**config.mk**
```make
export PLATFORM = sky130hd
export DESIGN_NAME = fir_cmd_fifo
export DESIGN_NICKNAME = d
export VERILOG_FILES = /design/src/hdl/fir_filter_top_defines.svh /design/src/hdl/fir_pkg.sv /design/src/hdl/fir_cmd_fifo.sv
export SDC_FILE = /design/constraint.sdc
export NUM_CORES = 1
export LEC_CHECK = 0
export BUFFER_PORTS_ARGS = -buffer_cell sky130_fd_sc_hd__buf_2
export CAP_MARGIN = 0
export CELL_PAD_IN_SITES_DETAIL_PLACEMENT = 1
export CELL_PAD_IN_SITES_GLOBAL_PLACEMENT = 1
export CORE_ASPECT_RATIO = 0.8
export CORE_MARGIN = 3
export CORE_UTILIZATION = 50
export DETAILED_ROUTE_END_ITERATION = 10
export MAX_ROUTING_LAYER = met4
export PLACE_DENSITY_LB_ADDON = 0.12
export SLEW_MARGIN = 20
export SYNTH_ARGS = -nofsm -noshare
export SYNTH_HDL_FRONTEND = slang
export SYNTH_SLANG_ARGS = --single-unit
```
**constraint.sdc**
```tcl
create_clock -name clk -period 2.6 [get_ports clk]
set_input_delay 0.39 -clock clk [delete_from_list [all_inputs] [get_ports clk]]
set_output_delay 0.39 -clock clk [all_outputs]
set_load 0.005 [all_outputs]
```
**src/hdl/fir_filter_top_defines.svh**
```systemverilog
// ============================================================================
// fir_filter_top_defines.svh
// Assertion macros for the FIR filter block.
// ============================================================================
`ifndef FIR_FILTER_TOP_DEFINES_SVH
`define FIR_FILTER_TOP_DEFINES_SVH

// same-cycle implication, checked while out of reset
`define FIR_ASSERT_NOW(label, ante, cons, msg) \
    label: assert property (@(posedge clk) disable iff (!rst_n) (ante) |-> (cons)) \
        else $error(msg);

// next-cycle implication, checked while out of reset
`define FIR_ASSERT_NEXT(label, ante, cons, msg) \
    label: assert property (@(posedge clk) disable iff (!rst_n) (ante) |=> (cons)) \
        else $error(msg);

`endif

```
**src/hdl/fir_pkg.sv**
```systemverilog
// ============================================================================
// fir_pkg
// Types and constants shared by the FIR filter modules.
// ============================================================================
package fir_pkg;

    localparam int MAX_TAPS        = 128;
    localparam int SAMPLE_WIDTH    = 16;
    localparam int COEF_WIDTH      = 16;
    localparam int ACC_WIDTH       = 40;
    localparam int TAP_COUNT_W     = 8;
    localparam int COEF_IDX_W      = 7;
    localparam int TAP_IDX_W       = $clog2(MAX_TAPS);
    localparam int TAP_COUNT_RESET = 101;
    localparam int CMD_DEPTH       = 4;
    localparam int CMD_PTR_W       = $clog2(CMD_DEPTH);

    typedef enum logic [1:0] {
        OP_FILTER = 2'd0,
        OP_LOAD   = 2'd1,
        OP_CLEAR  = 2'd2,
        OP_NOP    = 2'd3
    } op_t;

    typedef enum logic [1:0] {
        CMD_FILTER = 2'd0,
        CMD_LOAD   = 2'd1,
        CMD_CLEAR  = 2'd2
    } cmd_kind_t;

    typedef enum logic [1:0] {
        ST_IDLE,
        ST_RUN,
        ST_DRAIN,
        ST_FINISH
    } back_state_t;

    typedef struct packed {
        op_t                            op;
        logic signed [SAMPLE_WIDTH-1:0] sample;
        logic [COEF_IDX_W-1:0]          coef_index;
        logic signed [COEF_WIDTH-1:0]   coef_value;
    } in_item_t;

    typedef struct packed {
        logic signed [SAMPLE_WIDTH-1:0] filtered;
        logic                           saturated;
    } out_item_t;

    typedef struct packed {
        cmd_kind_t                      kind;
        logic signed [SAMPLE_WIDTH-1:0] sample;
        logic signed [COEF_WIDTH-1:0]   coef;
        logic [TAP_IDX_W-1:0]           addr;
    } cmd_entry_t;

    typedef struct packed {
        logic       valid;
        cmd_entry_t cmd;
    } front_wr_t;

    typedef struct packed {
        logic full;
        logic empty;
    } fifo_stat_t;

    typedef struct packed {
        logic pop;
        logic finishing;
    } back_stat_t;

endpackage

```
**src/hdl/fir_cmd_fifo.sv**
```systemverilog
// ============================================================================
// fir_cmd_fifo
// Short command queue between the front and the MAC engine.
// ============================================================================
module fir_cmd_fifo (
    input  logic                 clk,
    input  logic                 rst_n,
    input  fir_pkg::front_wr_t   wr,
    input  logic                 rd,
    output fir_pkg::cmd_entry_t  head,
    output fir_pkg::fifo_stat_t  stat
);

    fir_pkg::cmd_entry_t            mem_reg [fir_pkg::CMD_DEPTH];
    logic [fir_pkg::CMD_PTR_W-1:0]  wr_ptr_reg, wr_ptr_next;
    logic [fir_pkg::CMD_PTR_W-1:0]  rd_ptr_reg, rd_ptr_next;
    logic [fir_pkg::CMD_PTR_W:0]    count_reg, count_next;
    logic                           do_wr, do_rd;

    assign stat.full  = (count_reg == (fir_pkg::CMD_PTR_W+1)'(fir_pkg::CMD_DEPTH));
    assign stat.empty = (count_reg == '0);
    assign do_wr      = wr.valid && !stat.full;
    assign do_rd      = rd && !stat.empty;
    assign head       = mem_reg[rd_ptr_reg];

    always_comb
    begin
        wr_ptr_next = wr_ptr_reg;
        rd_ptr_next = rd_ptr_reg;
        count_next  = count_reg;
        if (do_wr)
        begin
            wr_ptr_next = (wr_ptr_reg == fir_pkg::CMD_PTR_W'(fir_pkg::CMD_DEPTH - 1)) ?
                          '0 : wr_ptr_reg + 1'b1;
        end
        if (do_rd)
        begin
            rd_ptr_next = (rd_ptr_reg == fir_pkg::CMD_PTR_W'(fir_pkg::CMD_DEPTH - 1)) ?
                          '0 : rd_ptr_reg + 1'b1;
        end
        if (do_wr && !do_rd)
        begin
            count_next = count_reg + 1'b1;
        end
        else if (do_rd && !do_wr)
        begin
            count_next = count_reg - 1'b1;
        end
    end

    always_ff @(posedge clk or negedge rst_n)
    begin
        if (!rst_n)
        begin
            wr_ptr_reg <= '0;
            rd_ptr_reg <= '0;
            count_reg  <= '0;
        end
        else
        begin
            wr_ptr_reg <= wr_ptr_next;
            rd_ptr_reg <= rd_ptr_next;
            count_reg  <= count_next;
        end
    end

    always_ff @(posedge clk)
    begin
        if (do_wr)
        begin
            mem_reg[wr_ptr_reg] <= wr.cmd;
        end
    end

endmodule

```
==> summary.md, run 1 <==
| Metric | Value |
|---|---|
| Status | finished clean |
| CTS H-tree depth | 4 |
| Worst path required time | 2.21 ns |
| Antenna-violating nets left | 0 |
| Finished Layout Cells | between 500 and 600 |
| Yosys reg bits | ~170 |
| Hold WS | approximately 0.18 ns |
| Endpoints failing hold | 0 |
| CTS tree | done |
| Post-Synth Simple-Gate Area | 0.00965 |
| Complex-gate fraction of the synthesized area | 0.00315 |
| Predominant post-synthesis flop cell | edfxtp_1 |
| Final nets | roughly 420 |
| Worst Setup End Kind | output port |
| Total die area | ~14000 sq um |
| Final setup vio count | 0 |
| Total clock sinks | 171 |
| Drt initial violations | approximately 230 |
| Initial core utilization | 0.516 |
| WS Path Type | flop to output port |
| Final Cycle Share | 0.891 |
| Final RePlAce weighted congestion | 0.710 |
| Dpl ws | around 0.53 ns |
| Top cells by count, synth | 164 x edfxtp_1, 41 x mux4_2, 7 x dfrtp_1, 6 x ha_1 |
| Vias in the first global route | 3274 |
| Synth cell types | 20 |
| Post-synth top area cell | edfxtp_1 |
| Fraction of layout cells with a size suffix above 1 | 0.496 |
| Fillcell total | approximately 1.0k |
| Leakage | 2.71 nW |
| Hold/Removal Path Class | input port to flop |
| Slew @ Worst Pin | between 0.6 and 0.7 ns |
| Vias per cell | around 5.3 |
| Placed standard-cell area | ~7000 sq um |
| Die height | 107 um |
| Cell Pwr Density | ~1100 nW/um^2 |
| DRC Markers | 0 |
| PnR worst setup slack | ~0.28 ns |
| CTS resizes | 0 |
| Post-Synth Adder-Cell Area | 0.0150 |
| Core Region | around 12000 sq um |
| Synth Instances | around 250 |
| Rel. slew slack | 0.590 |
| Design Power | between 8 and 9 mW |
| Clock Latency Late Sink | roughly 0.42 ns |
| DR pass1 iterations | 5 |
| Row cnt | 36 |
| CTS buffer count | 17 |
| Worst Skew | between 0.009 and 0.01 ns |
| Final TNS setup | 0 ns |
| Largest family of logic cells by synthesized area | multiplexers |
| Via count | between 2k and 3k |
| Multiplexer area fraction after synthesis | 0.154 |
| Clock Path Buffers | 2 |
| Number of synthesized flops with an enable pin | roughly 160 |
| Peak Freq | ~430 MHz |
| Count leader, synth | edfxtp_1 |
| Max VDD drop | about 0.00051 V |
| Syn Nets | around 300 |
| Congestion Overflow GR | 0 |
| Dpl cells | slightly above 500 |
| Final instance area | 7710 sq um |
| Area growth syn-to-layout | 21.5% |
| # Max-Cap Violations | 0 |
| Root Driver | clkbuf_16 |
| IO Port Bufs | 87 |
| Post-Syn Area | approximately 6400 sq um |
| CP Launch Type | flop |
| RSZ-0062 raised after global routing | false |
| Post-synth top area share | 0.775 |
| Wire length of the first global-routing pass | 18400 um |
| Util after Layout | 0.627 |
| Worst Path Arrival | 1.93 ns |
| Total Wirelength | about 12000 um |
| Worst Path Max Fanout | 24 |
| XOR/XNOR share of the synthesized area | 0.00414 |
| Warnings from Yosys | 0 |
| Die X | around 130 um |
| WL per Instance | ~21 um |
| Synth top area cells | edfxtp_1 78%, mux4_2 15%, dfrtp_1 2.8% |
| Initial antenna violation count | 2 |
| Gr usage total | 0.183 |
| Tmin final | 2.32 ns |
| Post-synthesis sequential area ratio | 0.803 |
| I/O pin cnt | a little under 90 |
| Largest net degree at the start of global routing | 29 |
| Final Max Tran Viols | 0 |
| HPWL Detailed | 7280 um |
| Synthesized area per cell | between 20 and 30 sq um |
| Largest register FFs | around 160 |
| Clk pin slew, worst setup/hold paths | roughly 0.070 ns |
| Asr flop ratio synth | 0.0409 |
==> path summary, 6_finish.rpt <==
path	from	to	slack (ns)	cells after the start
min in group asynchronous	rst_n	count_reg[2]	0.38	2
worst min-delay path	wr[33]	mem_reg[0][33]	0.18	1
max in group asynchronous	rst_n	rd_ptr_reg[0]	2.02	2
worst max-delay path	rd_ptr_reg[1]	head[30]	0.28	3
worst min register to register	count_reg[2]	count_reg[2]	0.55	1
worst max register to register	count_reg[0]	count_reg[2]	0.55	7
==> area by class of cell <==
| cell class | count | area [sq um] | share of cell area |
|---|---|---|---|
| clock buffers | 17 | 425 | 0.0551 |
| clock inverters | 15 | 140 | 0.0182 |
| multi-input cells | 67 | 1180 | 0.153 |
| repair buffers | 106 | 631 | 0.0817 |
| diodes | 2 | 5.00 | 0.000649 |
| inverters | 3 | 11.3 | 0.00146 |
| well taps | 171 | 214 | 0.0277 |
| flip-flops and latches | 171 | 5100 | 0.662 |
==> layer usage <==
layer / part of all wire / wire length (um) / vias to the layer above / global-route usage
li1: - / - / 1297 / -
met1: 0.43 / 5030 / 1522 / 0.232
met2: 0.51 / 5950 / 79 / 0.292
met3: 0.051 / 597 / 11 / 0.0539
met4: 0.011 / 133 / 0 / 0.0562
met5: 0 / 0 / - / -
==> cell families (layout without fill, tap and decap cells) <==
logic type | Yosys count | count (layout)
buffers and inverters | 14 | 141
DFF | 171 | 171
other | 0 | 2
adders and majority gates | 7 | 7
and+or+nand+nor | 10 | 10
muxes | 45 | 45
xor gates and xnor gates | 3 | 3
AOI/OAI and AO/OA | 2 | 2
==> cells in the final DEF, fill, tap and decap left out, types with 2 or more instances in the layout <==
master,count
ha_1,6
mux4_2,41
clkinv_1,2
edfxtp_1,164
buf_2,87
nor3_1,2
mux2_2,2
buf_4,14
clkinv_4,4
clkbuf_16,17
and2_2,4
buf_12,4
nor2_1,2
xor2_1,2
inv_1,3
diode_2,2
inv_6,5
mux2_4,2
dfrtp_1,5
==> timing repair <==
item                                   4_1_cts  5_1_grt
hold buffers                                 1        0
setup endpoints to repair                    0        1
setup buffers                                0        5
endpoints found under the hold margin        7        0
==> where the power goes <==
group	total (mW)	switching [mW]	leakage (nW)	internal, mW
combinational	2.40	1.11	0.848	1.29
sequential	3.93	0.277	1.58	3.65
clock	2.41	1.07	0.276	1.34
==> critical path, stage by stage, from the launching register on <==
cell and delay [ns]:
dfrtp_2 0.75, buf_4 0.26, mux4_2 0.33, buf_2 0.15
No activity file was read; power rests on OpenSTA's default activity.
==> run 2: changes to the inputs <==
Settings changed: CELL_PAD_IN_SITES_DETAIL_PLACEMENT 1 to 2, CELL_PAD_IN_SITES_GLOBAL_PLACEMENT 1 to 2, CORE_UTILIZATION 50 to 44.
==> run 2 against run 1 <==
  * Hold slack got worse by 0.0077 ns
  * Fmax shrank 6.8%
  * Worst setup slack worse by 0.17 ns
  * Critical path type unchanged
  * Final area rose by 0.78%
  * Largest power group unchanged
  * Core utilization fell by 6.5 points
  * Largest cell class unchanged
  * Routed wire length grew 30%
  * Clock skew is 0.0015 ns lower
  * Combinational power grew 3%
  * Critical endpoint is now head[31]
  * Non-clock buffer count fell by 5
  * Count of clock-buffer cells in the layout rose by 2
  * Cell count up 0.36%
  * Clock power grew 7%
==> summary.md, run 2 (synthesis results as in run 1) <==
| Metric | Value |
|---|---|
| Final setup vio count | 0 (unchanged) |
| Row cnt | 38 (+5.6%) |
| Worst path required time | 2.21 ns (about the same) |
| Most frequent cells in the layout | 164 x edfxtp_1, 87 x buf_2, 41 x mux4_2 |
| Clk pin slew, worst setup/hold paths | 0.06 ns (about the same) |
| Initial core utilization | 0.459 (-0.0574) |
| Worst Skew | 0.00849 ns (-0.00147 ns) |
| Die height | 113 um (+6.2%) |
| Hold WS | 0.176 ns (-0.00774 ns) |
| Comb power frac | 0.273 (-0.002) |
| Endpoints failing hold | 0 (unchanged) |
| Cell Pwr Density | 1170 nW/um^2 (+3.3%) |
| Via count | 3038 (+4.4%) |
| Die X | 140 um (+6.3%) |
| Max VDD drop | 0.000601 V (+19%) |
| RSZ-0062 raised after global routing | false |
| Leakage | 2.71 nW (+0.14%) |
| CTS tree | done |
| HPWL Detailed | 9680 um (+33%) |
| Worst Setup End Kind | output port |
| Largest net degree at the start of global routing | 31 (+6.9%) |
| Final Cycle Share | 0.956 (+0.0648) |
| DR pass1 iterations | 4 (-1) |
| Commonest non-fill, non-tap cell in the layout | edfxtp_1 |
| Final Max Tran Viols | 0 (unchanged) |
| DRC Markers | 0 (unchanged) |
| Total clock sinks | 171 (unchanged) |
| CP Launch Type | flop |
| Sw power | 2.54 mW (+3.6%) |
| CTS buffer count | 17 (unchanged) |
| Peak Freq | 402 MHz (-6.8%) |
| Status | finished clean |
| Antenna-violating nets left | 0 (unchanged) |
| Rel. slew slack | 0.646 (+0.0563) |
| Drt initial violations | 254 (+12%) |
| Worst Path Max Fanout | 19 (-21%) |
| Core Region | 13800 sq um (+13%) |
| Worst Path Arrival | 2.09 ns (+0.16 ns) |
| Largest register FFs | 164 (unchanged) |
| WL per Instance | 27.6 um (+30%) |
| Placed standard-cell area | 7170 sq um (+1.0%) |
| Vias in the first global route | 3475 (+6.1%) |
| CTS H-tree depth | 4 (unchanged) |
| Final TNS setup | 0 ns (unchanged) |
| Flop pwr share | 0.442 (-0.008) |
| Tmin final | 2.48 ns (+0.169 ns) |
| Clock Path Buffers | 2 (unchanged) |
| Initial antenna violation count | 3 (+1) |
| Clk pwr share | 0.285 (+0.009) |
| Slew @ Worst Pin | 0.530 ns (-0.0845 ns) |
| Final instance area | 7770 sq um (+0.78%) |
| I/O pin cnt | 88 (unchanged) |
| Final nets | 413 (-1.2%) |
| Gr usage total | 0.211 (+0.0280) |
| Hold/Removal Path Class | input port to flop |
| Root Driver | clkbuf_16 |
| # Max-Cap Violations | 0 (unchanged) |
| Setup Buffers After CTS | 0 (unchanged) |
| Total die area | 15900 sq um (+13%) |
| Power Internal | 6.54 mW (+4.2%) |
| Congestion Overflow GR | 0 (unchanged) |
| Total Wirelength | 15300 um (+30%) |
| Vias per cell | 5.48 (+4.1%) |
| Sw frac | 0.280 (-0.00118) |
| Area growth syn-to-layout | 22.4% |
| IO Port Bufs | 87 (unchanged) |
| WS Path Type | flop to output port |
| Util after Layout | 0.562 (-0.0654) |
| Fraction of layout cells with a size suffix above 1 | 0.482 (-0.0136) |
| Clock Latency Late Sink | 0.43 ns (about the same) |
| Final RePlAce weighted congestion | 0.684 (-3.7%) |
| Wire length of the first global-routing pass | 23100 um (+25%) |
run 2: power by group through the flow:
stage	registers, mW	clock network (mW)	logic [mW]
after floorplan	3.83	0	1.52
after global placement	3.99	0	2.43
after detailed placement	4.06	0	2.53
after CTS	4.03	2.63	2.56
after global routing	4.08	2.75	2.71
final	4.01	2.59	2.48
run 2: repair_timing:
| action | CTS | global route |
|---|---|---|
| gates resized for setup | 0 | 1 |
| endpoints found under the setup margin | 0 | 1 |
| hold buffers | 1 | 0 |
| endpoints found under the hold margin | 7 | 0 |
run 2: stage by stage:
step / cells / setup slack [ns] / total power, mW
2_1_floorplan: 252 / 0.346 / 5.35
3_3_place_gp: 521 / 0.388 / 6.41
3_5_place_dp: 521 / 0.205 / 6.59
4_1_cts: 551 / 0.0622 / 9.22
5_1_grt: 554 / 0.0116 / 9.53
6_report: 554 / 0.115 / 9.09
run 2: final timing paths:
kind                                     from       endpoint  slack [ns]  depth (start not counted)
worst max-delay path            rd_ptr_reg[0]       head[31]        0.12                          3
worst min-delay path                    wr[6]  mem_reg[0][6]        0.18                          1
worst max register to register   count_reg[0]   count_reg[2]        0.34                          7
worst min register to register   count_reg[2]   count_reg[2]        0.54                          1
max in group asynchronous               rst_n  rd_ptr_reg[0]        2.05                          2
min in group asynchronous               rst_n   count_reg[2]        0.34                          2
run 2: critical path, stage by stage (launching register included):
cell     delay, ns
dfrtp_4       0.70
buf_4         0.27
mux4_2        0.54
buf_2         0.15
run 2: area by class of cell:
class | instances | area (sq um)
diodes | 3 | 7.51
clock buffers | 19 | 433
clock inverters | 10 | 151
fillers | 1149 | 6060
inverters | 3 | 11.3
multi-input cells | 67 | 1190
flip-flops and latches | 171 | 5100
well taps | 180 | 225
repair buffers | 101 | 656
run 2: routing by layer:
layer / wire length [um] / vias up / global-route usage / share of wire
li1: - / 1281 / - / -
met1: 6270 / 1643 / 0.262 / 0.41
met2: 7920 / 103 / 0.342 / 0.52
met3: 951 / 11 / 0.0721 / 0.062
met4: 120 / 0 / 0.0484 / 0.0079
met5: 0 / - / - / 0
